$ cat config.mk
export PLATFORM = sky130hd
export DESIGN_NAME = hamming_encoder_variable_length
export DESIGN_NICKNAME = d
export VERILOG_FILES = /design/src/hdl/hev_pkg.sv /design/src/hdl/hamming_encoder_variable_length.sv
export SDC_FILE = /design/constraint.sdc
export NUM_CORES = 1
export LEC_CHECK = 0
export BUFFER_PORTS_ARGS = -buffer_cell sky130_fd_sc_hd__buf_2
export CELL_PAD_IN_SITES_DETAIL_PLACEMENT = 1
export CELL_PAD_IN_SITES_GLOBAL_PLACEMENT = 1
export CORE_MARGIN = 10
export CORE_UTILIZATION = 45
export CTS_CLUSTER_DIAMETER = 150
export DETAILED_ROUTE_END_ITERATION = 7
export GPL_ROUTABILITY_DRIVEN = 0
export PLACE_DENSITY_LB_ADDON = 0.1
export SLEW_MARGIN = 20
export SYNTH_ARGS = -nofsm -noshare
export SYNTH_HDL_FRONTEND = slang
export SYNTH_SLANG_ARGS = --single-unit
$ cat constraint.sdc
create_clock -name clk_i -period 25.6 [get_ports clk_i]
set_clock_uncertainty 0.05 [all_clocks]
set_input_delay 1.28 -clock clk_i [delete_from_list [all_inputs] [get_ports clk_i]]
set_output_delay 1.28 -clock clk_i [all_outputs]
set_load 0.005 [all_outputs]
$ cat src/hdl/hev_pkg.sv
// Package for the variable-length Hamming encoder: transaction types, limits and mapping helpers.
package hev_pkg;

  localparam int unsigned DataW   = 57;
  localparam int unsigned LenW    = 6;
  localparam int unsigned CodeW   = 63;
  localparam int unsigned ParCntW = 3;

  // Largest data length taken and largest parity count inserted.
  localparam int unsigned MaxDataBits   = 57;
  localparam int unsigned MaxParityBits = 6;

  typedef struct packed {
    logic [DataW-1:0] data_bits;
    logic [LenW-1:0]  data_len;
  } hev_in_t;

  typedef struct packed {
    logic [CodeW-1:0]   codeword;
    logic [LenW-1:0]    code_len;
    logic [ParCntW-1:0] parity_count;
  } hev_out_t;

  // Codeword position (1-based) of the k-th position, counted upwards from zero,
  // that is not a power of two.
  function automatic int unsigned data_pos(input int unsigned k);
    int unsigned seen;
    int unsigned res;
    seen = 0;
    res  = 0;
    for (int unsigned p = 1; p <= CodeW; p++) begin
      if ((p & (p - 1)) != 0) begin
        if (seen == k) begin
          res = p;
        end
        seen++;
      end
    end
    return res;
  endfunction

  // Positions covered by parity bit i: bit p-1 set where position p has bit i set.
  function automatic logic [CodeW-1:0] par_mask(input int unsigned i);
    logic [CodeW-1:0] m;
    m = '0;
    for (int unsigned p = 1; p <= CodeW; p++) begin
      m[p-1] = ((p >> i) & 1) != 0;
    end
    return m;
  endfunction

endpackage

$ cat src/hdl/hamming_encoder_variable_length.sv
// Variable-length even-parity Hamming encoder: input register, encode logic, result register.
//
//   channel | direction | payload   | handshake
//   --------+-----------+-----------+-------------------------
//   in      | input     | hev_in_t  | in_valid_i / in_stall_o
//   out     | output    | hev_out_t | out_valid_o / out_stall_i
//
// One transaction per cycle sustained while the output is not stalled; a taken transaction
// passes through the input register, then the result register, to the output.
// There are two pipeline registers; the encode between them is one
// parity-count search, a small shift and up to six XOR trees.
// Reset clears both valid flags; payload registers are not reset.
// A stall on the output holds the result register, and the input stalls only
// while both registers are full and the output is stalled.
module hamming_encoder_variable_length
  import hev_pkg::*;
(
  input  logic     clk_i,
  input  logic     rst_ni,
  input  logic     in_valid_i,
  output logic     in_stall_o,
  input  hev_in_t  in_data_i,
  output logic     out_valid_o,
  input  logic     out_stall_i,
  output hev_out_t out_data_o
);

  logic     in_valid_q;
  hev_in_t  in_q;
  logic     out_valid_q;
  hev_out_t out_q;
  hev_out_t out_d;

  logic out_adv;
  logic in_adv;

  assign out_adv    = !out_valid_q || !out_stall_i;
  assign in_adv     = !in_valid_q || out_adv;
  assign in_stall_o = !in_adv;

  always_ff @(posedge clk_i or negedge rst_ni) begin
    if (!rst_ni) begin
      in_valid_q  <= 1'b0;
      out_valid_q <= 1'b0;
    end else begin
      if (in_adv) begin
        in_valid_q <= in_valid_i;
      end
      if (out_adv) begin
        out_valid_q <= in_valid_q;
      end
    end
  end

  always_ff @(posedge clk_i) begin
    if (in_adv && in_valid_i) begin
      in_q <= in_data_i;
    end
    if (out_adv && in_valid_q) begin
      out_q <= out_d;
    end
  end

  // Encode
  logic [LenW-1:0]    len_sat;
  logic [DataW-1:0]   data_m;
  logic [ParCntW-1:0] r_cnt;
  logic               r_done;
  logic [LenW:0]      n_sum;
  logic [LenW-1:0]    n_len;
  logic [ParCntW-1:0] p_cnt;
  logic [ParCntW-1:0] skip;
  logic [DataW-1:0]   data_sh;
  logic [CodeW-1:0]   cw_data;
  logic [CodeW-1:0]   cw;

  always_comb begin
    len_sat = (in_q.data_len > LenW'(MaxDataBits)) ? LenW'(MaxDataBits) : in_q.data_len;

    for (int unsigned j = 0; j < DataW; j++) begin
      data_m[j] = in_q.data_bits[j] & (j < 32'(len_sat));
    end

    // Smallest r with 2^r >= len + r + 1, bounded by the parity limit.
    r_cnt  = '0;
    r_done = 1'b0;
    for (int unsigned k = 0; k < MaxParityBits; k++) begin
      if (!r_done && ((32'd1 << k) < (32'(len_sat) + k + 32'd1))) begin
        r_cnt = ParCntW'(k + 1);
      end else begin
        r_done = 1'b1;
      end
    end

    n_sum = {1'b0, len_sat} + (LenW+1)'(r_cnt);
    n_len = n_sum[LenW-1:0];

    // Powers of two up to n; any beyond the parity count displace low data bits.
    p_cnt = '0;
    for (int unsigned k = 0; k < 6; k++) begin
      if ((32'd1 << k) <= 32'(n_len)) begin
        p_cnt = p_cnt + ParCntW'(1);
      end
    end
    skip    = p_cnt - r_cnt;
    data_sh = data_m >> skip;

    cw_data = '0;
    for (int unsigned k = 0; k < DataW; k++) begin
      cw_data[data_pos(k) - 1] = data_sh[k];
    end

    cw = cw_data;
    for (int unsigned i = 0; i < MaxParityBits; i++) begin
      if (i < 32'(r_cnt)) begin
        cw[(1 << i) - 1] = ^(cw_data & par_mask(i));
      end
    end

    out_d.codeword     = cw;
    out_d.code_len     = n_len;
    out_d.parity_count = r_cnt;
  end

  assign out_valid_o = out_valid_q;
  assign out_data_o  = out_q;

  // Checks
  a_stall_only_when_full: assert property (@(posedge clk_i) disable iff (!rst_ni)
    in_stall_o |-> (in_valid_q && out_valid_q && out_stall_i))
    else $error("input stalled without a full pipeline");

  a_no_drop: assert property (@(posedge clk_i) disable iff (!rst_ni)
    (in_valid_q && !in_stall_o) |=> out_valid_q)
    else $error("registered transaction not passed to result register");

  a_parity_bound: assert property (@(posedge clk_i) disable iff (!rst_ni)
    out_valid_q |-> (out_q.parity_count <= ParCntW'(MaxParityBits)))
    else $error("parity count above limit");

  a_zero_len: assert property (@(posedge clk_i) disable iff (!rst_ni)
    out_valid_q |-> ((out_q.code_len == '0) == (out_q.parity_count == '0)))
    else $error("code length and parity count disagree on empty word");

  a_upper_zero: assert property (@(posedge clk_i) disable iff (!rst_ni)
    out_valid_q |-> ((out_q.codeword >> out_q.code_len) == '0))
    else $error("codeword bits above code length set");

endmodule
==> results of run 1 <==
## flip-flops by register name, summed over array words and instances (netlist names)
signal and count:
out_data_o 72, in_valid_q 1, in_q 63, out_valid_o 1
## per-layer routing
| metal | vias to the layer above | global-route usage | share of wire |
|---|---|---|---|
| li1 | 3665 | - | - |
| met1 | 3738 | 0.299 | 0.46 |
| met2 | 268 | 0.336 | 0.46 |
| met3 | 33 | 0.0452 | 0.062 |
| met4 | 0 | 0.0593 | 0.016 |
| met5 | - | 0 | 0 |
## worst paths after layout
kind                            slack (ps)             end  depth (start not counted)        from
max in group asynchronous            24840      in_valid_q                          1      rst_ni
worst max-delay path                 13530  out_data_o[40]                         39     in_q[5]
worst min-delay path                   440     out_valid_o                          1  in_valid_q
worst min register to register         440     out_valid_o                          1  in_valid_q
worst max register to register       13530  out_data_o[40]                         39     in_q[5]
min in group asynchronous              570      in_valid_q                          1      rst_ni
## critical path, delay by kind of cell, from the launching register on
kind                       cells  cell delay [ps]
AOI/OAI and AO/OA              7             1710
buffers and inverters          5             1980
DFF                            1              320
adders and majority gates      8             2670
xor gates and xnor gates       7             1660
and+or+nand+nor                8             2030
muxes                          4             1340
## synthesized netlist by cell type (all sizes together) (5+ instances only)
master  count
edfxtp    135
xnor2     114
nand2     105
o21ai      88
nor2       75
mux2i      71
a21oi      43
xor2       37
clkbuf     30
buf        29
nand3      26
inv        25
ha         19
and2       15
nor3       10
nand2b      9
a21o        8
o211ai      8
a21boi      7
a31oi       6
and3        6
mux2        6
nor2b       6
o22ai       6
or3         6
o211a       5
or2         5
## per-stage QoR
| stage | setup WS (ps) | cell area, um2 |
|---|---|---|
| after floorplan | 15770 | 9570 |
| after global placement | 14090 | 10500 |
| after detailed placement | 13850 | 10500 |
| after CTS | 13800 | 11100 |
| after global routing | 13000 | 11100 |
| final | 13530 | 11100 |
## cells by family (layout without fill, tap and decap cells)
family	Yosys count	after routing	share of synthesized area
XOR/XNOR	152	152	0.144
flip-flops	137	137	0.429
AO/OA/AOI/OAI	213	213	0.147
AND/OR/NAND/NOR	278	278	0.135
multiplexers	77	77	0.0813
buffers and inverters	84	208	0.0363
adder cells (fa/ha/maj)	20	20	0.0269
## cell type report
| cell class | count | area, um2 | area share |
|---|---|---|---|
| multi-input cells | 740 | 5140 | 0.465 |
| repair buffers | 151 | 783 | 0.0708 |
| well taps | 275 | 344 | 0.0311 |
| clock buffers | 17 | 425 | 0.0385 |
| clock inverters | 15 | 169 | 0.0153 |
| flip-flops and latches | 137 | 4100 | 0.371 |
| inverters | 25 | 93.8 | 0.00848 |
==> impl_results.md, run 1 <==
* Status: finished, final reports clean
* Type of origin of the critical path: flop
* Fin. Hold Viols at 0
* Largest net degree at the start of global routing at 73
* HP Class: flop to flop
* Asr flop ratio synth at 0.0146
* Final Slew Violations at 0
* Most frequent cells in the layout: buf_2, edfxtp_1, xnor2_1
* Post-synth EDFFs at around 140
* # IOs at 141
* Post-synth top area share at 0.424
* Vias post-DR at about 7700
* DRC at 0
* Layout Cells excl Fill at 1360
* Area delta synth->final at 15.6%
* WL/cell at 22.3 um
* Register bit total from synthesis at 137
* Post-CTS setup buffer count at 0
* Worst slew pin tran at 984 ps
* Height of the die at 166 um
* Vias/cell at approximately 5.7
* Hold WS at 440 ps
* Final Critical Period at ~12000 ps
* Dpl cells at roughly 1300
* Core Region at around 21000 um2
* Critical path endpoint category: flop
* Clock latency on the worst-skew pair at about 430 ps
* WL final at about 30000 um
* Post-DP HPWL at roughly 23000 um
* I/O Buffers at 140
* Worst-path clk slew at ~70 ps
* CTS buffer count at 17
* Max Cap Viol at 0
* Final TNS setup at 0 ps
* Clock sinks at approximately 140
* # resized after CTS at 0
* Yosys cell types at between 80 and 90
* Ranking of synthesized cells by area: edfxtp_1, xnor2_1, mux2i_1, o21ai_0, nand2_1
* Synthesized instance count at between 900 and 1000
* First-pass GRT wire length at 47500 um
* Top_reg_cell synth: edfxtp_1
* Final Cycle Share at 0.471
* Root buf cell: clkbuf_16
* Register area share after synthesis at 0.429
* Share of cells above drive strength 1 at 0.198
* Antenna violations before repair at 0
* Slew HR at 0.339
* Cell taking the most area after synthesis: edfxtp_1
* Clock buffer depth at 2
* WS Path Type: flop to flop
* CP max stage delay at approximately 850 ps
* Antenna viol nets, final at 0
* Starting Density at 0.457
* # nets final at 1159
* CP max-delay cell: nor4_1
* Commonest non-fill, non-tap cell in the layout: buf_2
* Overall Global Routing Usage at 0.216
* Iter 0 DRT Violations at about 620
* Post-layout util at 0.528
* CTS tree: built
* H-tree levels at 4
* Mapped Area at about 9600 um2
* Synth Net Count at between 1000 and 1500
* RSZ-0062 raised after global routing: no
* Site Rows at 53
* Die X at about 170 um
* Final setup vio count at 0
* Vias in the first global route at 8029
* Worst Path Required at approximately 26000 ps
* Max Freq at between 80 and 90 MHz
* Arr. time, crit path at 12190 ps
* Die area at 27500 um2
* Ys Warns at 0
* Crit-path max FO at between 50 and 60
* N_diodes at 0
* DRT Pass-1 Iters at 6
* Fill cells at roughly 2400
* Avg Inst Size Synth at ~10 um2
* Total grt overflow at 0
* Hold buffer count at cts at 0
Power of run 1 is not shown: default switching activity piles up to over one toggle a cycle in this logic, so the estimate is an artifact.
==> inputs of run 2 (changes only) <==
clock period = 12.43 ns   (was 25.6 ns; I/O delays follow)
==> run 2 against run 1 <==
Net effect:
- register-to-register slack worse by 12000 ps
- final cell count up 0.44%
- maximum frequency up 10%
- core utilization up 0.26 points
- worst setup slack worse by 12000 ps
- clock-buffer cell count up 1
- critical path type unchanged
==> impl_results.md, run 2 (synthesis gave the netlist of run 1 again) <==
* Status: finished, final reports clean
* Post-DP HPWL at 23300 um
* RSZ-0062 raised after global routing: no
* DRC at 0
* I/O Buffers at 140
* Vias in the first global route at about 8000
* Max reg flops at 72
* Critical path endpoint category: flop
* DRT Pass-1 Iters at 5
* Starting Density at 0.457
* Final Critical Period at 10970 ps
* Overall Global Routing Usage at 0.216
* Max Freq at between 90 and 100 MHz
* Slew HR at 0.322
* Flop2flop setup slack at roughly 1500 ps
* Fin. Hold Viols at 0
* WS Path Type: flop to flop
* Iter 0 DRT Violations at 685
* CTS tree: built
* Worst-path clk slew at 70 ps
* WL/cell at roughly 22 um
* Clock latency on the worst-skew pair at approximately 440 ps
* Crit-path max FO at 32
* Largest net degree at the start of global routing at 73
* HP Class: input pin to flop
* CP dominant cell by count: ha_1
* Root buf cell: clkbuf_16
* Vias post-DR at 7764
* # nets final at 1165
* N_diodes at 0
* Core Region at roughly 21000 um2
* Type of origin of the critical path: flop
* Clock sinks at between 100 and 150
* Final Cycle Share at 0.883
* H-tree levels at 4
* Clock buffer depth at 2
* Fill cells at 2398
* Vias/cell at around 5.7
* Antenna viol nets, final at 0
* Post-CTS setup buffer count at 0
* Site Rows at 53
* Die X at ~170 um
* # IOs at approximately 140
* Height of the die at 166 um
* Die area at roughly 27000 um2
* Final Slew Violations at 0
* CTS buffer count at 17
* Share of cells above drive strength 1 at 0.200
* Most frequent cells in the layout: buf_2, edfxtp_1, xnor2_1
* CP max stage delay at 720 ps
* Worst Path Required at approximately 13000 ps
* CP max-delay cell: xor2_4
* Max Cap Viol at 0
* Area delta synth->final at 16.2%
* Worst slew pin tran at slightly above 1000 ps
* Final setup vio count at 0
* Final TNS setup at 0 ps
* Arr. time, crit path at 11110 ps
* Commonest non-fill, non-tap cell in the layout: buf_2
* First-pass GRT wire length at 47400 um
* WL final at a little over 30000 um
* Total grt overflow at 0
* Antenna violations before repair at 0
[run 2: cell types whose count changed in the layout (fill, tap and decap cells not counted)]
cell / before / now
clkinv_8: 1 / 0
clkinv_1: 0 / 1
clkinvlp_4: 0 / 2
clkinv_2: 1 / 0
clkinv_4: 1 / 2
clkbuf_1: 0 / 1
buf_12: 0 / 1
inv_8: 5 / 1
dlygate4sd3_1: 0 / 1
bufinv_16: 1 / 2
buf_4: 11 / 15
[run 2: final cells by class]
class,count,area (um2),share of cell area
sequential,137,4100,0.369
clock buffer,18,429,0.0386
clock inverter,14,160,0.0144
timing repair buffer,157,843,0.0759
inverter,25,93.8,0.00844
multi-input combinational,740,5140,0.463
tap,275,344,0.0310
[run 2: what timing repair did]
| item | CTS | global route |
|---|---|---|
| hold buffers | 1 | 0 |
| gates resized for setup | 0 | 0 |
| endpoints found under the hold margin | 2 | 0 |
| endpoints found under the setup margin | 0 | 0 |
[run 2: critical path, delay by kind of cell (launching register included)]
| kind | cells | cell delay, ps |
|---|---|---|
| xor+xnor | 7 | 2210 |
| mux | 3 | 650 |
| compound gates | 8 | 1790 |
| fa+ha+maj | 8 | 2540 |
| simple gates | 10 | 2470 |
| flops | 1 | 630 |
| buf+inv | 2 | 350 |
[run 2: layer usage]
layer	vias up	wire [um]	GRT usage
met1	3792	14400	0.301
met5	-	0	0
met3	33	1720	0.0428
met4	0	564	0.0647
li1	3663	-	-
met2	276	13700	0.331
[run 2: path summary, 6_finish.rpt]
check                      cells past startpoint        endpoint    startpoint
max in group asynchronous                      2      in_valid_q        rst_ni
max                                           38  out_data_o[24]       in_q[4]
max reg2reg                                   38  out_data_o[24]       in_q[4]
min reg2reg                                    1     out_valid_o    in_valid_q
min in group asynchronous                      2     out_valid_o        rst_ni
min                                            1         in_q[0]  in_data_i[0]
[run 2: per-stage QoR]
stage	setup WS (ps)	util	std cells	hold WS [ps]	instance area, um2
finish	1460	0.530	1366	302	11100
global route	662	0.530	1366	297	11100
CTS	1430	0.530	1366	300	11100
detailed placement	1430	0.502	1333	358	10500
global placement	1630	0.502	1333	358	10500
floorplan	2600	-	961	276	9570
Power of run 2 is left out for the same reason.
